--- config.mk ---
export PLATFORM = sky130hd
export DESIGN_NAME = sum_checked_packet_deframer_unit
export DESIGN_NICKNAME = d
export VERILOG_FILES = /design/src/rtl/core/scpd_pkg.sv /design/src/rtl/core/sum_checked_packet_deframer_unit.sv /design/src/rtl/core/scpd_cfg_regs.sv /design/src/rtl/core/scpd_framer.sv
export VERILOG_INCLUDE_DIRS = /design/src /design/src/rtl/core
export SDC_FILE = /design/constraint.sdc
export NUM_CORES = 1
export LEC_CHECK = 0
export ABC_AREA = 1
export BUFFER_PORTS_ARGS = -buffer_cell sky130_fd_sc_hd__buf_2
export CORE_UTILIZATION = 40
export DETAILED_ROUTE_END_ITERATION = 16
export PLACE_DENSITY = 0.64
export REMOVE_ABC_BUFFERS = 1
export SKIP_LAST_GASP = 1
export SLEW_MARGIN = 20
export SYNTH_ARGS = -nofsm -noshare
export SYNTH_HDL_FRONTEND = slang
export SYNTH_SLANG_ARGS = --single-unit
--- constraint.sdc ---
create_clock -name clk -period 12.1 [get_ports clk]
set_clock_uncertainty 0.15 [all_clocks]
set_input_delay 1.21 -clock clk [delete_from_list [all_inputs] [get_ports clk]]
set_output_delay 1.21 -clock clk [all_outputs]
set_load 0.01 [all_outputs]
--- src/rtl/core/assert_macros.svh ---
// Assertion macros for the RTL files that carry checks.
`ifndef ASSERT_MACROS_SVH
`define ASSERT_MACROS_SVH

`ifndef SYNTHESIS
// Same-cycle implication, checked while out of reset.
`define SCPD_ASSERT_NOW(label, clk, rst_n, ante, cons) \
    label: assert property (@(posedge clk) disable iff (!rst_n) (ante) |-> (cons)) \
        else $error("check failed");
// Next-cycle implication, checked while out of reset.
`define SCPD_ASSERT_NEXT(label, clk, rst_n, ante, cons) \
    label: assert property (@(posedge clk) disable iff (!rst_n) (ante) |=> (cons)) \
        else $error("check failed");
`else
`define SCPD_ASSERT_NOW(label, clk, rst_n, ante, cons)
`define SCPD_ASSERT_NEXT(label, clk, rst_n, ante, cons)
`endif

`endif

--- src/rtl/core/scpd_pkg.sv ---
// Shared types and constants of the checksum packet deframer.
package scpd_pkg;

    // Payload bytes per packet, 1 to 8.
    localparam int PAYLOAD_BYTES = 8;
    localparam int CNT_W         = $clog2(PAYLOAD_BYTES + 1);

    localparam int CFG_IDX_W  = 2;
    localparam int CFG_DATA_W = 16;

    localparam logic [CFG_IDX_W-1:0] REG_HEADER_VALUE   = 2'd0;
    localparam logic [CFG_IDX_W-1:0] REG_ID_BASE        = 2'd1;
    localparam logic [CFG_IDX_W-1:0] REG_ID_ENABLE_MASK = 2'd2;
    localparam logic [CFG_IDX_W-1:0] REG_CHECK_ENABLE   = 2'd3;

    localparam logic [7:0]  HEADER_VALUE_RST   = 8'd85;
    localparam logic [7:0]  ID_BASE_RST        = 8'd80;
    localparam logic [15:0] ID_ENABLE_MASK_RST = 16'd2047;
    localparam logic        CHECK_ENABLE_RST   = 1'b0;

    typedef struct packed {
        logic [7:0]  header_value;
        logic [7:0]  id_base;
        logic [15:0] id_enable_mask;
        logic        check_enable;
    } cfg_t;

    typedef struct packed {
        logic [7:0]  packet_id;
        logic [63:0] payload;
        logic [7:0]  checksum_byte;
        logic        checksum_ok;
    } result_t;

endpackage

--- src/rtl/core/sum_checked_packet_deframer_unit.sv ---
// Sum-checked packet deframer: one received byte in per cycle, at most one packet
// out per checksum byte. Each request on the rx channel is one byte; a byte is
// taken into an input register and handled by the framing logic once the result
// register can take a result; a packet leaves through the result register. The
// sustained rate is one byte per clock, set by the framer step between the
// input register and the result register; it drops only while a finished packet
// waits in the result register with pkt_ready low. Configuration writes take
// effect in the cycle after the request and must be issued only while no byte
// is in flight.
`include "assert_macros.svh"

module sum_checked_packet_deframer_unit
(
    input  logic                             clk,
    input  logic                             rst_n,
    input  logic                             cfg_valid,
    output logic                             cfg_ready,
    input  logic [scpd_pkg::CFG_IDX_W-1:0]   cfg_index,
    input  logic [scpd_pkg::CFG_DATA_W-1:0]  cfg_data,
    input  logic                             rx_valid,
    output logic                             rx_ready,
    input  logic [7:0]                       rx_byte,
    output logic                             pkt_valid,
    input  logic                             pkt_ready,
    output logic [7:0]                       packet_id,
    output logic [63:0]                      payload,
    output logic [7:0]                       checksum_byte,
    output logic                             checksum_ok
);

    scpd_pkg::cfg_t     cfg;
    scpd_pkg::result_t  res;
    logic               can_step;
    logic               step;
    logic               in_valid_reg;
    logic               in_valid_next;
    logic [7:0]         in_byte_reg;

    scpd_cfg_regs u_cfg
    (
        .clk       (clk),
        .rst_n     (rst_n),
        .cfg_valid (cfg_valid),
        .cfg_ready (cfg_ready),
        .cfg_index (cfg_index),
        .cfg_data  (cfg_data),
        .cfg       (cfg)
    );

    assign step          = in_valid_reg && can_step;
    assign rx_ready      = !in_valid_reg || can_step;
    assign in_valid_next = (rx_valid && rx_ready) || (in_valid_reg && !can_step);

    always_ff @(posedge clk or negedge rst_n)
    begin
        if (!rst_n)
        begin
            in_valid_reg <= 1'b0;
        end
        else
        begin
            in_valid_reg <= in_valid_next;
            if (rx_valid && rx_ready)
            begin
                in_byte_reg <= rx_byte;
            end
        end
    end

    scpd_framer u_framer
    (
        .clk       (clk),
        .rst_n     (rst_n),
        .cfg       (cfg),
        .step      (step),
        .step_byte (in_byte_reg),
        .can_step  (can_step),
        .res_valid (pkt_valid),
        .res_ready (pkt_ready),
        .res       (res)
    );

    assign packet_id     = res.packet_id;
    assign payload       = res.payload;
    assign checksum_byte = res.checksum_byte;
    assign checksum_ok   = res.checksum_ok;

    // A new packet only ever follows a framer step.
    `SCPD_ASSERT_NOW(a_pkt_from_step, clk, rst_n, $rose(pkt_valid), $past(step))
    // A held byte is never overwritten before the framer consumes it.
    `SCPD_ASSERT_NEXT(a_in_hold, clk, rst_n, in_valid_reg && !step,
                      in_valid_reg && $stable(in_byte_reg))
    // With checking on, a bad checksum never leaves the block.
    `SCPD_ASSERT_NOW(a_check_drop, clk, rst_n, pkt_valid && cfg.check_enable, checksum_ok)

endmodule

--- src/rtl/core/scpd_cfg_regs.sv ---
// Configuration register file of the checksum packet deframer.
module scpd_cfg_regs
(
    input  logic                             clk,
    input  logic                             rst_n,
    input  logic                             cfg_valid,
    output logic                             cfg_ready,
    input  logic [scpd_pkg::CFG_IDX_W-1:0]   cfg_index,
    input  logic [scpd_pkg::CFG_DATA_W-1:0]  cfg_data,
    output scpd_pkg::cfg_t                   cfg
);

    scpd_pkg::cfg_t cfg_reg;
    scpd_pkg::cfg_t cfg_next;

    assign cfg_ready = 1'b1;
    assign cfg       = cfg_reg;

    always_comb
    begin
        cfg_next = cfg_reg;
        if (cfg_valid)
        begin
            unique case (cfg_index)
                scpd_pkg::REG_HEADER_VALUE:   cfg_next.header_value   = cfg_data[7:0];
                scpd_pkg::REG_ID_BASE:        cfg_next.id_base        = cfg_data[7:0];
                scpd_pkg::REG_ID_ENABLE_MASK: cfg_next.id_enable_mask = cfg_data[15:0];
                scpd_pkg::REG_CHECK_ENABLE:   cfg_next.check_enable   = cfg_data[0];
                default:                      cfg_next = cfg_reg;
            endcase
        end
    end

    always_ff @(posedge clk or negedge rst_n)
    begin
        if (!rst_n)
        begin
            cfg_reg.header_value   <= scpd_pkg::HEADER_VALUE_RST;
            cfg_reg.id_base        <= scpd_pkg::ID_BASE_RST;
            cfg_reg.id_enable_mask <= scpd_pkg::ID_ENABLE_MASK_RST;
            cfg_reg.check_enable   <= scpd_pkg::CHECK_ENABLE_RST;
        end
        else
        begin
            cfg_reg <= cfg_next;
        end
    end

endmodule

--- src/rtl/core/scpd_framer.sv ---
// Framing state machine, running checksum, payload store and result register.
module scpd_framer
(
    input  logic                   clk,
    input  logic                   rst_n,
    input  scpd_pkg::cfg_t         cfg,
    input  logic                   step,
    input  logic [7:0]             step_byte,
    output logic                   can_step,
    output logic                   res_valid,
    input  logic                   res_ready,
    output scpd_pkg::result_t      res
);

    typedef enum logic [1:0] {
        PH_HUNT,
        PH_ID,
        PH_DATA
    } phase_t;

    phase_t                         phase_reg;
    phase_t                         phase_next;
    logic [scpd_pkg::CNT_W-1:0]     byte_index_reg;
    logic [scpd_pkg::CNT_W-1:0]     byte_index_next;
    logic [7:0]                     current_id_reg;
    logic [7:0]                     current_id_next;
    logic [7:0]                     running_sum_reg;
    logic [7:0]                     running_sum_next;
    logic [7:0]                     payload_store [scpd_pkg::PAYLOAD_BYTES];
    logic                           res_valid_reg;
    logic                           res_valid_next;
    scpd_pkg::result_t              res_reg;
    scpd_pkg::result_t              res_next;

    logic [8:0]                     id_offset;
    logic                           id_ok;
    logic                           last_byte;
    logic                           sum_ok;
    logic                           store_wr;
    logic [63:0]                    payload_flat;

    // The result register can take a new result when empty or being drained.
    assign can_step  = !res_valid_reg || res_ready;
    assign res_valid = res_valid_reg;
    assign res       = res_reg;

    assign id_offset = {1'b0, step_byte} - {1'b0, cfg.id_base};
    // No wrap: the offset borrows when the ID lies below the base.
    assign id_ok     = !id_offset[8] && (id_offset[7:4] == 4'd0)
                       && cfg.id_enable_mask[id_offset[3:0]];
    assign last_byte = (byte_index_reg == scpd_pkg::CNT_W'(scpd_pkg::PAYLOAD_BYTES));
    assign sum_ok    = (running_sum_reg == step_byte);

    always_comb
    begin
        payload_flat = '0;
        for (int i = 0; i < scpd_pkg::PAYLOAD_BYTES; i++)
        begin
            payload_flat[8*i +: 8] = payload_store[i];
        end
    end

    always_comb
    begin
        phase_next       = phase_reg;
        byte_index_next  = byte_index_reg;
        current_id_next  = current_id_reg;
        running_sum_next = running_sum_reg;
        store_wr         = 1'b0;
        res_valid_next   = res_valid_reg && !res_ready;
        res_next         = res_reg;

        if (step)
        begin
            unique case (phase_reg)
                PH_ID:
                begin
                    if (id_ok)
                    begin
                        current_id_next  = step_byte;
                        byte_index_next  = '0;
                        running_sum_next = cfg.header_value + step_byte;
                        phase_next       = PH_DATA;
                    end
                    else
                    begin
                        phase_next = PH_HUNT;
                    end
                end
                PH_DATA:
                begin
                    if (last_byte)
                    begin
                        phase_next = PH_HUNT;
                        if (!cfg.check_enable || sum_ok)
                        begin
                            res_valid_next         = 1'b1;
                            res_next.packet_id     = current_id_reg;
                            res_next.payload       = payload_flat;
                            res_next.checksum_byte = step_byte;
                            res_next.checksum_ok   = sum_ok;
                        end
                    end
                    else
                    begin
                        store_wr         = 1'b1;
                        running_sum_next = running_sum_reg + step_byte;
                        byte_index_next  = byte_index_reg + scpd_pkg::CNT_W'(1);
                    end
                end
                default:
                begin
                    phase_next = (step_byte == cfg.header_value) ? PH_ID : PH_HUNT;
                end
            endcase
        end
    end

    always_ff @(posedge clk or negedge rst_n)
    begin
        if (!rst_n)
        begin
            phase_reg       <= PH_HUNT;
            byte_index_reg  <= '0;
            current_id_reg  <= '0;
            running_sum_reg <= '0;
            res_valid_reg   <= 1'b0;
        end
        else
        begin
            phase_reg       <= phase_next;
            byte_index_reg  <= byte_index_next;
            current_id_reg  <= current_id_next;
            running_sum_reg <= running_sum_next;
            res_valid_reg   <= res_valid_next;
            res_reg         <= res_next;
            for (int i = 0; i < scpd_pkg::PAYLOAD_BYTES; i++)
            begin
                if (store_wr && (byte_index_reg == scpd_pkg::CNT_W'(i)))
                begin
                    payload_store[i] <= step_byte;
                end
            end
        end
    end

endmodule
==> impl_metrics.py <==
metrics = {
    "sta": {
        "slew_headroom_pct": 30.7,
        "period_share_pct": 31.6,
        "finalSetupViolCount": 0,
        "timing_hold_violations_final": 0,
        "max_freq_mhz": 261,
        "final_max_slew_viol_count": 0,
        "tns_ns": 0,
        "min_period_ns": 3.83,
        "grt_setup_unrepaired": "no",
        "tightest_slew_ns": 1.03,
    },
    "floorplan": {
        "die-area_um2": 21400,
        "start_util_pct": 41.0,
        "row_count": 52,
        "die_w_um": 146,
        "ioPinCount": 115,
        "die_y_um": 146,
        "core_um2": 20300,
    },
    "global_routing": {
        "antenna_found_initial": 0,
        "track_usage_pct": 15.1,
        "grt_pass1_wl_um": 25000,
        "grt_pass1_vias": 4600,
        "grt_start_max_net_pins": 60,
        "grt_remaining_overflow": 0,
    },
    "yosys": {
        "syn_inst": 629,
        "synth-seq-cells": 210,
        "ys_types": 36,
        "synth_top_area_share_pct": 55.3,
        "synth_edf_count": 153,
        "yosys_warnings": 0,
        "syn_area_per_cell_um2": 13.2,
        "ys_top_cells_by_count": "edfxtp_1, nand2_1, inv_1",
        "synth_top_area_cell": "edfxtp_1",
        "ys_seq_area_share_pct": 72.7,
        "synth.most_common_cell": "edfxtp_1",
        "netlist_top_cells_area": "edfxtp_1, dfrtp_1, nand2_1, dfstp_2, ha_1",
        "synth-async-reset-ratio_pct": 27.1,
        "synth-main-ff-cell": "edfxtp_1",
        "netlist_area_um2": 8310,
    },
    "clocking": {
        "path_clk_slew_ns": 0.06,
        "post_cts_resized": 0,
        "cts_tree": "built",
        "clock_path_buffers": 3,
        "clk_latency_ns": 0.51,
        "h-tree-depth": 1,
        "cts_made_buffers": 22,
        "holdBufCountCts": 0,
        "postCtsSetupBuffers": 0,
        "cts_root_buffer": "clkbuf_16",
        "clock-sinks": 210,
    },
    "critical_path": {
        "path_depth": 5,
        "r2r_end": "u_framer.current_id_reg[3]",
        "required_ns": 12.09,
        "path_max_fanout": 59,
        "critical_path_arrival_ns": 3.82,
        "critPathMostFrequentCell": "buf_4",
        "cp_slowest_cell": "buf_4",
        "critPathKind": "input port to flip-flop",
        "endpoint": "payload[60]",
        "rr_worst_depth": 12,
        "critPathCaptureType": "flip-flop",
        "cp_cell_sequence": "buf_2 -> buf_4 -> clkinv_1 -> nor2_4 -> buf_4",
        "reg2reg_from": "in_byte_reg[0]",
        "r2r_setup_slack_ns": 8.60,
        "crit_path_start_kind": "input port",
        "max_stage_delay_ns": 0.69,
        "critPathTopFamily": "buffers and inverters",
        "crit_buf_inv": 4,
        "worstSetupStartpoint": "rst_n",
    },
    "drt": {
        "dr.pass1.iters": 5,
        "vias_per_cell": 4.67,
        "drt_iter0_drc": 240,
        "vias": 4887,
        "drc": 0,
        "wl_per_cell_um": 15.2,
        "drt_wl_total_um": 15900,
        "antenna_left": 0,
    },
    "final_layout": {
        "antennaDiodeCount": 0,
        "multi_input_area_um2": 1950,
        "area_growth_pct": 19.5,
        "final_util_pct": 48.9,
        "fillers": 1821,
        "final-seq-area_um2": 6040,
        "design_area_um2": 9930,
        "drive_above_1_share_pct": 26.5,
        "nets": 815,
    },
    "pwr": {
        "power.density_nw_per_um2": 165,
        "leakage_nw": 4.04,
        "ir_drop_v": 0.000110,
    },
    "placement": {
        "dp_hpwl_um": 10400,
        "gp_congestion": 0.792,
        "io_buffers": 113,
        "dpl_cell_area_um2": 9190,
    },
    "run_status": {
        "status": "completed",
    },
    "job": {
        "maxCapViolations": 0,
    },
    "hold_path": {
        "hp-class": "flip-flop to flip-flop",
    },
}
-- power breakdown --
part / switching, mW / internal, mW / leakage [nW]
logic: 0.0918 / 0.0621 / 1.62
clock network: 0.265 / 0.400 / 0.348
registers: 0.0229 / 0.802 / 2.07
-- through the flow --
step / power (mW) / worst slack, ns / hold slack (ns) / cells
3_5_place_dp: 0.994 / 7.68 / 0.255 / 1006
2_1_floorplan: 0.948 / 6.55 / 0.250 / 616
3_3_place_gp: 0.990 / 7.74 / 0.251 / 1006
5_1_grt: 1.71 / 7.93 / 0.267 / 1046
4_1_cts: 1.66 / 8.21 / 0.263 / 1046
6_report: 1.64 / 8.27 / 0.256 / 1046
-- layout by cell type, fill, tap and decap left out, types with 8 or more instances in the layout --
cell type | Yosys | layout
dfstp_2 | 17 | 17
nor2_1 | 16 | 15
nand3_1 | 47 | 47
ha_1 | 22 | 22
inv_1 | 63 | 63
edfxtp_1 | 153 | 153
dfrtp_1 | 40 | 40
buf_2 | 2 | 113
clkbuf_16 | 0 | 22
nand2_1 | 134 | 134
o21ai_2 | 8 | 8
a21oi_1 | 10 | 10
o21ai_0 | 34 | 34
xnor2_1 | 10 | 10
xor2_1 | 11 | 11
mux2_2 | 8 | 8
-- worst min path at each step --
stage / depth (start not counted) / endpoint / from / slack [ns]
after floorplan: 0 / payload[0] / u_framer.payload_store[0][0] / 0.25
after global placement: 0 / payload[23] / u_framer.payload_store[0][23] / 0.25
after detailed placement: 0 / payload[32] / u_framer.payload_store[1][0] / 0.25
after CTS: 0 / payload[32] / u_framer.payload_store[1][0] / 0.26
after global routing: 0 / payload[34] / u_framer.payload_store[1][2] / 0.27
final: 0 / payload[32] / u_framer.payload_store[1][0] / 0.26
-- cell type report --
cell class              instances  area share, %
flip-flops and latches        210           60.8
clock inverters                15           1.69
clock buffers                  25           5.66
inverters                      67           2.53
multi-input cells             339           19.7
well taps                     270           3.40
repair buffers                120           6.22
-- per-layer routing --
layer | GRT usage (%) | up-vias | wire (um)
met3 | 2.88 | 33 | 987
met5 | 0 | - | 0
met1 | 22.3 | 2281 | 7630
li1 | - | 2422 | -
met4 | 5.52 | 0 | 448
met2 | 22.2 | 151 | 6830
-- logic make-up (layout without fill, tap and decap cells) --
| family | count (synthesis) | count (layout) | share of synthesized area [%] |
|---|---|---|---|
| flip-flops | 210 | 210 | 72.7 |
| other | 1 | 1 | 0.0451 |
| XOR/XNOR | 21 | 21 | 2.21 |
| adder cells (fa/ha/maj) | 24 | 24 | 3.79 |
| AO/OA/AOI/OAI | 58 | 58 | 4.03 |
| multiplexers | 8 | 8 | 1.08 |
| AND/OR/NAND/NOR | 227 | 227 | 12.1 |
| buffers and inverters | 80 | 227 | 4.08 |
(Power assumes the default switching activity.)
